<file path="config.mk">
export PLATFORM = sky130hd
export DESIGN_NAME = bgsa_ctrl
export DESIGN_NICKNAME = d
export VERILOG_FILES = /design/src/rtl/bgsa_pkg.sv /design/src/rtl/bgsa_ctrl.sv
export SDC_FILE = /design/constraint.sdc
export NUM_CORES = 1
export LEC_CHECK = 0
export BUFFER_PORTS_ARGS = -buffer_cell sky130_fd_sc_hd__buf_2
export CAP_MARGIN = 20
export CORE_UTILIZATION = 45
export DETAILED_ROUTE_END_ITERATION = 12
export GPL_TIMING_DRIVEN = 0
export HOLD_SLACK_MARGIN = 0.02
export PLACE_DENSITY = 0.72
export SKIP_LAST_GASP = 1
export SYNTH_ARGS = -nofsm -noshare
export SYNTH_HDL_FRONTEND = slang
export SYNTH_SLANG_ARGS = --single-unit
</file>
<file path="constraint.sdc">
create_clock -name clk -period 1.3 [get_ports clk]
set_clock_uncertainty 0.05 [all_clocks]
set_input_delay 0.195 -clock clk [delete_from_list [all_inputs] [get_ports clk]]
set_output_delay 0.195 -clock clk [all_outputs]
set_load 0.01 [all_outputs]
</file>
<file path="src/rtl/bgsa_pkg.sv">
// Shared types, codes and defaults for the banded glocal sequence aligner.
package bgsa_pkg;

    localparam int DEF_MAX_LEN  = 1024;
    localparam int DEF_MAX_BAND = 32;

    localparam logic [7:0] GAP_SYM = 8'd45;

    localparam logic [1:0] CMD_LOAD_FIRST  = 2'd0;
    localparam logic [1:0] CMD_LOAD_SECOND = 2'd1;
    localparam logic [1:0] CMD_ALIGN       = 2'd2;
    localparam logic [1:0] CMD_READ        = 2'd3;

    localparam logic [1:0] STAT_COLUMN = 2'd0;
    localparam logic [1:0] STAT_EMPTY  = 2'd1;
    localparam logic [1:0] STAT_NARROW = 2'd2;

    localparam logic [1:0] CFG_MATCH    = 2'd0;
    localparam logic [1:0] CFG_MISMATCH = 2'd1;
    localparam logic [1:0] CFG_GAP      = 2'd2;

    localparam logic [1:0] MV_LEFT = 2'd0;
    localparam logic [1:0] MV_UP   = 2'd1;
    localparam logic [1:0] MV_DIAG = 2'd2;

    typedef struct packed {
        logic [1:0] cmd;
        logic [7:0] symbol;
        logic [5:0] band_width;
    } item_t;

    typedef struct packed {
        logic [7:0] first_column;
        logic [7:0] second_column;
        logic [1:0] status;
        logic       last;
    } result_t;

    typedef enum logic [4:0] {
        OP_NONE,
        OP_LOAD_FIRST,
        OP_LOAD_SECOND,
        OP_ALIGN,
        OP_ZERO,
        OP_ROW_INIT,
        OP_CELL_RD0,
        OP_CELL_RD1,
        OP_CELL_RD2,
        OP_CELL_CALC,
        OP_ROW_NEXT,
        OP_WALK_INIT,
        OP_WALK_CHECK,
        OP_WALK_MOVE,
        OP_WALK_WRITE,
        OP_FINISH,
        OP_NARROW,
        OP_RD_ISSUE,
        OP_RD_OUT
    } dp_op_t;

    typedef struct packed {
        logic too_narrow;
        logic zero_last;
        logic row_empty;
        logic rows_done;
        logic cell_last;
        logic walk_stop;
        logic move_brk;
        logic out_free;
    } dp_status_t;

endpackage

</file>
<file path="src/rtl/bgsa_ctrl.sv">
// Controller: sequences loads, the banded sweep, the traceback and column reads.
module bgsa_ctrl
    import bgsa_pkg::*;
(
    input  logic       clk,
    input  logic       rst_n,
    input  logic       item_valid,
    input  logic [1:0] item_cmd,
    output logic       item_stall,
    input  dp_status_t sts,
    output dp_op_t     op
);

    typedef enum logic [3:0] {
        S_IDLE,
        S_CHECK,
        S_NARROW,
        S_ZERO,
        S_ROW_CHK,
        S_ROW_INIT,
        S_C0,
        S_C1,
        S_C2,
        S_C3,
        S_ROW_NEXT,
        S_W_INIT,
        S_W_CHK,
        S_W_MV,
        S_W_WR,
        S_RD_OUT
    } state_t;

    state_t state_reg, state_next;
    logic   finish;

    always_comb
    begin
        op         = OP_NONE;
        state_next = state_reg;
        finish     = 1'b0;
        unique case (state_reg)
            S_IDLE:
            begin
                if (item_valid)
                begin
                    unique case (item_cmd)
                        CMD_LOAD_FIRST:  op = OP_LOAD_FIRST;
                        CMD_LOAD_SECOND: op = OP_LOAD_SECOND;
                        CMD_ALIGN:
                        begin
                            op         = OP_ALIGN;
                            state_next = S_CHECK;
                        end
                        default:
                        begin
                            op         = OP_RD_ISSUE;
                            state_next = S_RD_OUT;
                        end
                    endcase
                end
            end
            S_CHECK:    state_next = sts.too_narrow ? S_NARROW : S_ZERO;
            S_NARROW:
            begin
                if (sts.out_free)
                begin
                    op         = OP_NARROW;
                    state_next = S_IDLE;
                end
            end
            S_ZERO:
            begin
                op = OP_ZERO;
                if (sts.zero_last)
                begin
                    state_next = S_ROW_CHK;
                end
            end
            S_ROW_CHK:  state_next = sts.rows_done ? S_W_INIT : S_ROW_INIT;
            S_ROW_INIT:
            begin
                op         = OP_ROW_INIT;
                state_next = sts.row_empty ? S_ROW_NEXT : S_C0;
            end
            S_C0:
            begin
                op         = OP_CELL_RD0;
                state_next = S_C1;
            end
            S_C1:
            begin
                op         = OP_CELL_RD1;
                state_next = S_C2;
            end
            S_C2:
            begin
                op         = OP_CELL_RD2;
                state_next = S_C3;
            end
            S_C3:
            begin
                op         = OP_CELL_CALC;
                state_next = sts.cell_last ? S_ROW_NEXT : S_C0;
            end
            S_ROW_NEXT:
            begin
                op         = OP_ROW_NEXT;
                state_next = S_ROW_CHK;
            end
            S_W_INIT:
            begin
                op         = OP_WALK_INIT;
                state_next = S_W_CHK;
            end
            S_W_CHK:
            begin
                if (sts.walk_stop)
                begin
                    finish = 1'b1;
                end
                else
                begin
                    op         = OP_WALK_CHECK;
                    state_next = S_W_MV;
                end
            end
            S_W_MV:
            begin
                if (sts.move_brk)
                begin
                    finish = 1'b1;
                end
                else
                begin
                    op         = OP_WALK_MOVE;
                    state_next = S_W_WR;
                end
            end
            S_W_WR:
            begin
                op         = OP_WALK_WRITE;
                state_next = S_W_CHK;
            end
            S_RD_OUT:
            begin
                if (sts.out_free)
                begin
                    op         = OP_RD_OUT;
                    state_next = S_IDLE;
                end
            end
            default:
            begin
                state_next = S_IDLE;
            end
        endcase
        if (finish)
        begin
            op         = OP_FINISH;
            state_next = S_IDLE;
        end
    end

    always_ff @(posedge clk or negedge rst_n)
    begin
        if (!rst_n)
        begin
            state_reg <= S_IDLE;
        end
        else
        begin
            state_reg <= state_next;
        end
    end

    assign item_stall = (state_reg != S_IDLE);

    a_idle_accept: assert property (@(posedge clk) disable iff (!rst_n)
        (state_reg == S_IDLE && item_valid && item_cmd == CMD_ALIGN) |=> (state_reg == S_CHECK))
        else $error("align transfer not started");

    a_read_out: assert property (@(posedge clk) disable iff (!rst_n)
        (state_reg == S_IDLE && item_valid && item_cmd == CMD_READ) |=> (state_reg == S_RD_OUT))
        else $error("read transfer not followed by output");

    a_cell_seq: assert property (@(posedge clk) disable iff (!rst_n)
        (state_reg == S_C0) |=> (state_reg == S_C1) ##1 (state_reg == S_C2))
        else $error("cell sequence broken");

endmodule

</file>
==> impl_metrics.tcl, run 1 <==
set metrics [dict create \
    power_switching_mw 1.28 \
    syn_nets 102 \
    tightest_slew_ns 0.294 \
    dieArea_um2 1590 \
    grt_max_degree 11 \
    slew_viol_final 0 \
    synth_top_area_frac 0.155 \
    cts_made_buffers 3 \
    synth_seq_cells 4 \
    crit_path_start "state_reg[3]" \
    grt_first_pass_wirelength_mm 2.66 \
    diodes 0 \
    die_w_um 39.9 \
    ff2ff_setup_slack_ns -0.31 \
    violations "setup timing" \
    avgRoutedWirePerCell_um 15.0 \
    path_class "reg -> out" \
    cts.sinks 4 \
    post-synth-top-count-cell "nand2_1" \
    min_period_ns 1.78 \
    synth_cells 84 \
    clock.fmax_mhz 561 \
    cts-root-buf "clkbuf_4" \
    dp_hpwl_mm 1.22 \
    critPathCaptureType "output port" \
    tns_ns -3.37 \
    outcome "finished, violations left" \
    ys.flop_type "dfrtp_1" \
    critPathLaunchType "flip-flop" \
    r2r-end "state_reg[2]" \
    detail-route-antenna-nets 0 \
    p_comb_frac 0.842 \
    required_ns 1.05 \
    slew_headroom 0.803 \
    syn2layout_area_growth_pct 56.4 \
    cp_max_fo 6 \
    worst_ir_drop_vdd_mv 1.42 \
    start_util 0.490 \
    pin_count 19 \
    p_total_mw 2.71 \
    portBuffers 18 \
    syn_area_per_cell_um2 7.69 \
    crit_path_end "op[1]" \
    totalWireLength_mm 2.03 \
    grt_usage 0.260 \
    r2r_cells 6 \
    std_cell_rows 13 \
    fin_crit_sh 1.37 \
    leakage_nw 0.472 \
    ys.warnings.count 0 \
    via_per_inst 5.87 \
    core_area_um2 1320 \
    max_cap_viol_count 0 \
    clock_power_share 0.059 \
    finalSetupViolations 10 \
    fin_nets 140 \
    p_seq_frac 0.099 \
    hold_class "in -> async" \
    drc 0 \
    hold_viol 0 \
    clock_path_buffers 2 \
    cp.arrival_ns 1.54 \
    rsz0062_at_grt "true" \
    die_h_um 39.9 \
    synth_common_cells "nand2_1, nor2_1, ha_1, o21ai_0" \
    gp_congestion 0.746 \
    synth_area_leader_cell "dfrtp_1" \
    ys_types 41 \
    intPower_mw 1.43 \
    synth.area.top_cells "dfrtp_1, ha_1, nand2_1" \
    p_per_area_nw_per_um2 2690 \
    largest_reg_flops 4 \
    htree_levels 1 \
    synth_edf_count 0 \
    r2r-start "state_reg[2]" \
    swShare 0.473 \
    grt_overflow 0 \
    firstDrtPassIters 4 \
    cts_tree "done" \
    layout-drive-gt1-share 0.542 \
    vias 793 \
    grt_pass1_vias 633 \
    fin_ws_ns -0.481 \
    drtIter0Drc 18 \
    path_clk_slew_ns 0.04 \
    hold_ws_ns 0.252 \
    fillCellCount 100 \
    netlist_area_um2 646 \
    antenna_found_initial 0 \
    yosysSeqAreaShare 0.155 \
    synthArstFlopShare 1.00 \
    clock_latency_ns 0.24 \
]
[layout by cell type, fill, tap and decap left out, types with 2 or more instances in the layout]
cell type,synthesis,layout
nand2_2,0,3
o21bai_1,2,2
o21ai_1,1,2
inv_1,4,3
nand2b_1,2,2
dfrtp_1,4,3
nand3_1,2,2
buf_2,2,18
o31ai_2,2,2
nor2_1,9,8
clkbuf_4,0,4
a21oi_2,1,2
buf_6,2,10
ha_1,5,5
a31oi_1,2,2
buf_4,3,10
a21oi_1,3,2
o21ai_0,5,3
o211ai_1,2,2
nand2_1,10,7
nor4_4,1,2
[power groups by stage]
stage	clock network [mW]	logic (mW)	registers [mW]
finish	0.160	2.29	0.268
CTS	0.155	1.85	0.252
detailed placement	0	1.65	0.254
floorplan	0	1.30	0.240
global placement	0	1.61	0.253
global route	0.174	2.44	0.271
[metal layers]
layer	global-route usage	up-vias	part of all wire
li1	-	376	-
met1	0.315	383	0.41
met2	0.435	30	0.52
met3	0.0511	4	0.055
met4	0.103	0	0.017
met5	0	-	0
[worst min-delay path by stage]
stage	end	slack, ns	cells after the start
6_report	state_reg[1]	0.25	2
5_1_grt	state_reg[1]	0.26	2
4_1_cts	state_reg[1]	0.24	2
3_5_place_dp	state_reg[1]	-0.05	1
3_3_place_gp	state_reg[0]	-0.05	1
2_1_floorplan	state_reg[0]	-0.15	0
[cell type report]
type | instances | area [µm²] | share of cell area
Buffer | 7 | 72.6 | 0.0719
Timing Repair Buffer | 34 | 238 | 0.235
Multi-Input combinational cell | 67 | 536 | 0.530
Clock buffer | 3 | 22.5 | 0.0223
Sequential cell | 4 | 101 | 0.100
Inverter | 5 | 21.3 | 0.0211
Tap cell | 15 | 18.8 | 0.0186
[what timing repair did]
item	4_1_cts	5_1_grt
hold buffers	1	0
gates resized for setup	7	23
endpoints found under the hold margin	4	0
pin swaps	4	17
setup buffers	6	9
setup endpoints to repair	10	10
[cells by family (layout without fill, tap and decap cells)]
| logic type | count (synthesis) | after routing | share of synthesized area |
|---|---|---|---|
| simple gates | 33 | 33 | 0.293 |
| fa+ha+maj | 5 | 5 | 0.0969 |
| compound gates | 27 | 27 | 0.306 |
| flops | 4 | 4 | 0.155 |
| xor+xnor | 1 | 1 | 0.0136 |
| buf+inv | 13 | 49 | 0.120 |
| mux | 1 | 1 | 0.0155 |
[worst max-delay path: stages (launching register included)]
cell and delay, ns:
dfrtp_1 0.35, buf_6 0.15, inv_4 0.03, or4_4 0.53, o211ai_1 0.09, buf_2 0.15
[per-stage QoR]
step,std cells,cell area (µm²),setup WS [ns],utilization
after floorplan,84,666,-0.120,-
final,135,1010,-0.481,0.766
after global placement,117,774,-0.255,0.588
after global routing,135,1010,-0.550,0.766
after detailed placement,117,774,-0.287,0.588
after CTS,127,870,-0.476,0.660
Power figures use the tool's default switching activity.
==> run 2: changes to the inputs <==
--- a/config.mk
+++ b/config.mk
@@ -12,6 +12,7 @@
 export GPL_TIMING_DRIVEN = 0
 export HOLD_SLACK_MARGIN = 0.02
 export PLACE_DENSITY = 0.72
+export SETUP_SLACK_MARGIN = 0.02
 export SKIP_LAST_GASP = 1
 export SYNTH_ARGS = -nofsm -noshare
 export SYNTH_HDL_FRONTEND = slang
==> impl_metrics.tcl, run 2 (synthesis results as in run 1) <==
set metrics [dict create \
    drc 0 \
    clock.fmax_mhz 547 \
    fin_crit_sh 1.41 \
    grt_max_degree 11 \
    crit_family "simple AND/OR/NAND/NOR gates" \
    std_cell_rows 13 \
    dieArea_um2 1590 \
    cp_max_fo 4 \
    detail-route-antenna-nets 0 \
    crit_buf_inv 2 \
    grt_usage 0.268 \
    tightest_slew_ns 0.321 \
    core_area_um2 1320 \
    tns_ns -4.03 \
    totalWireLength_mm 1.93 \
    required_ns 1.05 \
    fin_ws_ns -0.529 \
    worstPathCellList "buf_6 > or4_4 > o211ai_1 > buf_2" \
    place_area_um2 774 \
    pin_count 19 \
    drtIter0Drc 44 \
    portBuffers 18 \
    firstDrtPassIters 4 \
    leakage_nw 0.449 \
    cts_made_buffers 3 \
    worst_ir_drop_vdd_mv 1.32 \
    p_total_mw 2.53 \
    hold_viol 0 \
    cp_slowest_cell "or4_4" \
    fin_area_um2 955 \
    grt_pass1_vias 623 \
    min_period_ns 1.83 \
    max_stage_delay_ns 0.56 \
    gp_congestion 0.746 \
    cts_tree "done" \
    max_cap_viol_count 0 \
    grt_first_pass_wirelength_mm 2.67 \
    cp.arrival_ns 1.58 \
    clock_path_buffers 2 \
    slew_headroom 0.786 \
    p_per_area_nw_per_um2 2650 \
    dp_slack_ns -0.269 \
    antenna_found_initial 0 \
    dp_hpwl_mm 1.21 \
    slew_viol_final 0 \
    rsz0062_at_grt "true" \
    outcome "finished, violations left" \
    diodes 0 \
    syn2layout_area_growth_pct 47.9 \
    finalSetupViolations 10 \
    start_util 0.490 \
    layout_common_cells "buf_2, buf_6, nor2_1, buf_4, nand2_1" \
    cts.sinks 4 \
    violations "setup timing" \
    path_class "reg -> out" \
    cts-root-buf "clkbuf_4" \
    vias 772 \
    clock_latency_ns 0.25 \
    final_common_cell "buf_2" \
    critPathCaptureType "output port" \
    hold_class "in -> async" \
    critPathLaunchType "flip-flop" \
    avgRoutedWirePerCell_um 14.8 \
    htree_levels 1 \
    fin_nets 136 \
    grt_overflow 0 \
    path_clk_slew_ns 0.04 \
    die_w_um 39.9 \
    largest_reg_flops 4 \
    layout-drive-gt1-share 0.509 \
    via_per_inst 5.89 \
    die_h_um 39.9 \
]
run 2: cell count changes in the layout (fill, tap and decap cells not counted), sizes merged:
cell / delta
buf: -4
run 2: power breakdown:
part	total (mW)	switching, mW	leakage, nW	internal [mW]
Sequential	0.254	0.0559	0.0475	0.198
Combinational	2.12	1.11	0.388	1.01
Clock	0.164	0.0601	0.0138	0.104
run 2: path summary, 6_finish.rpt:
kind                              start           end  slack (ns)  cells after the start
hold / removal                    rst_n  state_reg[2]        0.25                      2
max in group asynchronous         rst_n  state_reg[1]        0.83                      2
setup / recovery           state_reg[1]         op[1]       -0.53                      4
min in group clk                 sts[4]  state_reg[2]        0.34                      4
hold reg to reg            state_reg[1]  state_reg[0]        0.74                      4
setup reg to reg           state_reg[0]  state_reg[2]       -0.45                      8
run 2: layer usage:
layer / vias up / part of all wire / GRT usage / wire (µm)
met4: 0 / 0.040 / 0.181 / 77
met5: - / 0 / 0 / 0
met1: 344 / 0.39 / 0.339 / 749
met2: 49 / 0.49 / 0.411 / 940
li1: 370 / - / - / -
met3: 9 / 0.086 / 0.0341 / 167
run 2: repair_timing:
action,CTS,global route
pin swaps,8,8
resized for setup,10,10
endpoints found under the setup margin,10,10
cloned,0,0
hold buffers,1,0
endpoints found under the hold margin,4,0
setup buffers,8,2
run 2: per-stage QoR:
| step | hold WS [ns] | cells | utilization |
|---|---|---|---|
| 2_1_floorplan | -0.151 | 84 | - |
| 3_3_place_gp | -0.0516 | 117 | 0.588 |
| 3_5_place_dp | -0.0498 | 117 | 0.588 |
| 4_1_cts | 0.240 | 129 | 0.682 |
| 5_1_grt | 0.269 | 131 | 0.725 |
| 6_report | 0.255 | 131 | 0.725 |
run 2: area by class of cell:
type / count / area (µm²)
multi-input cells: 67 / 528
fillers: 102 / 363
repair buffers: 29 / 193
flip-flops and latches: 4 / 100
plain buffers: 8 / 73.8
clock buffers: 3 / 22.5
inverters: 5 / 18.8
well taps: 15 / 18.8
==> run 3: changes to the inputs <==
==> constraint.sdc (replaced) <==
create_clock -name clk -period 1.3 [get_ports clk]
set_clock_uncertainty 0.05 [all_clocks]
set_input_delay 0.195 -clock clk [delete_from_list [all_inputs] [get_ports clk]]
set_output_delay 0.195 -clock clk [all_outputs]
set_load 0.005 [all_outputs]
==> impl_metrics.tcl, run 3 (synthesis results as in run 1) <==
set metrics [dict create \
    outcome "finished, violations left" \
    violations "setup timing" \
    place_inst 117 \
    min_period_ns 1.80 \
    grt_first_pass_wirelength_mm 2.82 \
    p_per_area_nw_per_um2 2600 \
    grt_pass1_vias 686 \
    syn2layout_area_growth_pct 45.3 \
    start_util 0.490 \
    cts_made_buffers 3 \
    fin_crit_sh 1.39 \
    fin_ws_ns -0.503 \
    layout-drive-gt1-share 0.474 \
    clock_path_buffers 2 \
    dieArea_um2 1590 \
    slew_viol_final 0 \
    path_class "reg -> out" \
    totalWireLength_mm 1.90 \
    path_clk_slew_ns 0.04 \
    diodes 0 \
    p_seq_frac 0.104 \
    layout_common_cells "buf_2, buf_6, nor2_1, nand2_1, buf_4" \
    core_area_um2 1320 \
    clock_latency_ns 0.24 \
    std_cell_rows 13 \
    grt_max_degree 11 \
    firstDrtPassIters 4 \
    max_cap_viol_count 0 \
    drc 0 \
    cp_max_fo 5 \
    pin_count 19 \
    leakage_nw 0.443 \
    vias 758 \
    worst_ir_drop_vdd_mv 1.15 \
    fin_nets 136 \
    clock.fmax_mhz 555 \
    critPathCaptureType "output port" \
    layoutNonFillerInstCount 131 \
    grt_overflow 0 \
    rsz0062_at_grt "true" \
    largest_reg_flops 4 \
    hold_class "in -> async" \
    clock_power_share 0.063 \
    hold_ws_ns 0.239 \
    multi_input_area_um2 504 \
    final_common_cell "buf_2" \
    gp_congestion 0.765 \
    portBuffers 18 \
    tightest_slew_ns 0.293 \
    fillCellCount 106 \
    die_h_um 39.9 \
    die_w_um 39.9 \
    avgRoutedWirePerCell_um 14.5 \
    slew_headroom 0.802 \
    antenna_found_initial 0 \
    hold_viol 0 \
    cts.sinks 4 \
    detail-route-antenna-nets 0 \
    required_ns 1.05 \
    intPower_mw 1.27 \
    dp_hpwl_mm 1.21 \
    seqCellArea_um2 100 \
    cts-root-buf "clkbuf_4" \
    critPathLaunchType "flip-flop" \
    cts_tree "done" \
    power_switching_mw 1.17 \
    finalSetupViolations 10 \
    swShare 0.478 \
    cp.arrival_ns 1.56 \
    via_per_inst 5.79 \
    drtIter0Drc 23 \
    htree_levels 1 \
    grt_usage 0.267 \
    p_comb_frac 0.833 \
]
==> run 3: power by group through the flow <==
| stage | clock [mW] | sequential (mW) | combinational (mW) |
|---|---|---|---|
| floorplan | 0 | 0.237 | 1.23 |
| global placement | 0 | 0.247 | 1.56 |
| detailed placement | 0 | 0.248 | 1.58 |
| CTS | 0.160 | 0.249 | 1.91 |
| global route | 0.170 | 0.260 | 2.19 |
| finish | 0.154 | 0.253 | 2.03 |
==> run 3: layout make-up <==
class	count	area share
well taps	15	0.0200
flip-flops and latches	4	0.107
clock buffers	3	0.0240
plain buffers	8	0.0787
repair buffers	29	0.213
inverters	5	0.0200
multi-input cells	67	0.537
==> run 3: worst paths after layout <==
check                             start            to  slack, ns  cells after the start
max                        state_reg[0]         op[1]      -0.50                      5
min reg2reg                state_reg[1]  state_reg[2]       0.77                      4
max reg2reg                state_reg[0]  state_reg[0]      -0.45                      8
min                               rst_n  state_reg[0]       0.24                      2
min in group clk                 sts[4]  state_reg[2]       0.36                      4
max in group asynchronous         rst_n  state_reg[3]       0.84                      2
==> run 3: metrics by stage <==
step	power [mW]	instance area (µm²)	worst slack, ns	setup TNS [ns]	util
6_report	2.44	938	-0.503	-4.20	0.712
4_1_cts	2.32	922	-0.459	-3.90	0.700
3_5_place_dp	1.83	769	-0.259	-1.80	0.584
3_3_place_gp	1.81	769	-0.268	-1.69	0.584
5_1_grt	2.62	938	-0.572	-4.85	0.712
2_1_floorplan	1.46	661	-0.103	-0.508	-
==> run 3: routing by layer <==
layer,vias up,track usage,part of all wire
met5,-,0,0
met4,0,0.0776,0.015
met3,4,0.0682,0.038
met2,30,0.480,0.52
met1,357,0.298,0.42
li1,367,-,-
==> run 3: timing repair <==
item,CTS,global route
buffers inserted,10,0
hold endpoints to repair,4,0
setup endpoints to repair,10,10
pin swaps,12,4
resized for setup,13,3
hold buffers,1,0
==> run 3: worst max-delay path, cell delays in order, from the launching register on <==
cell and delay (ns):
dfrtp_1 0.43, buf_6 0.16, nor4_4 0.33, nand3_1 0.14
o211ai_1 0.12, buf_2 0.15
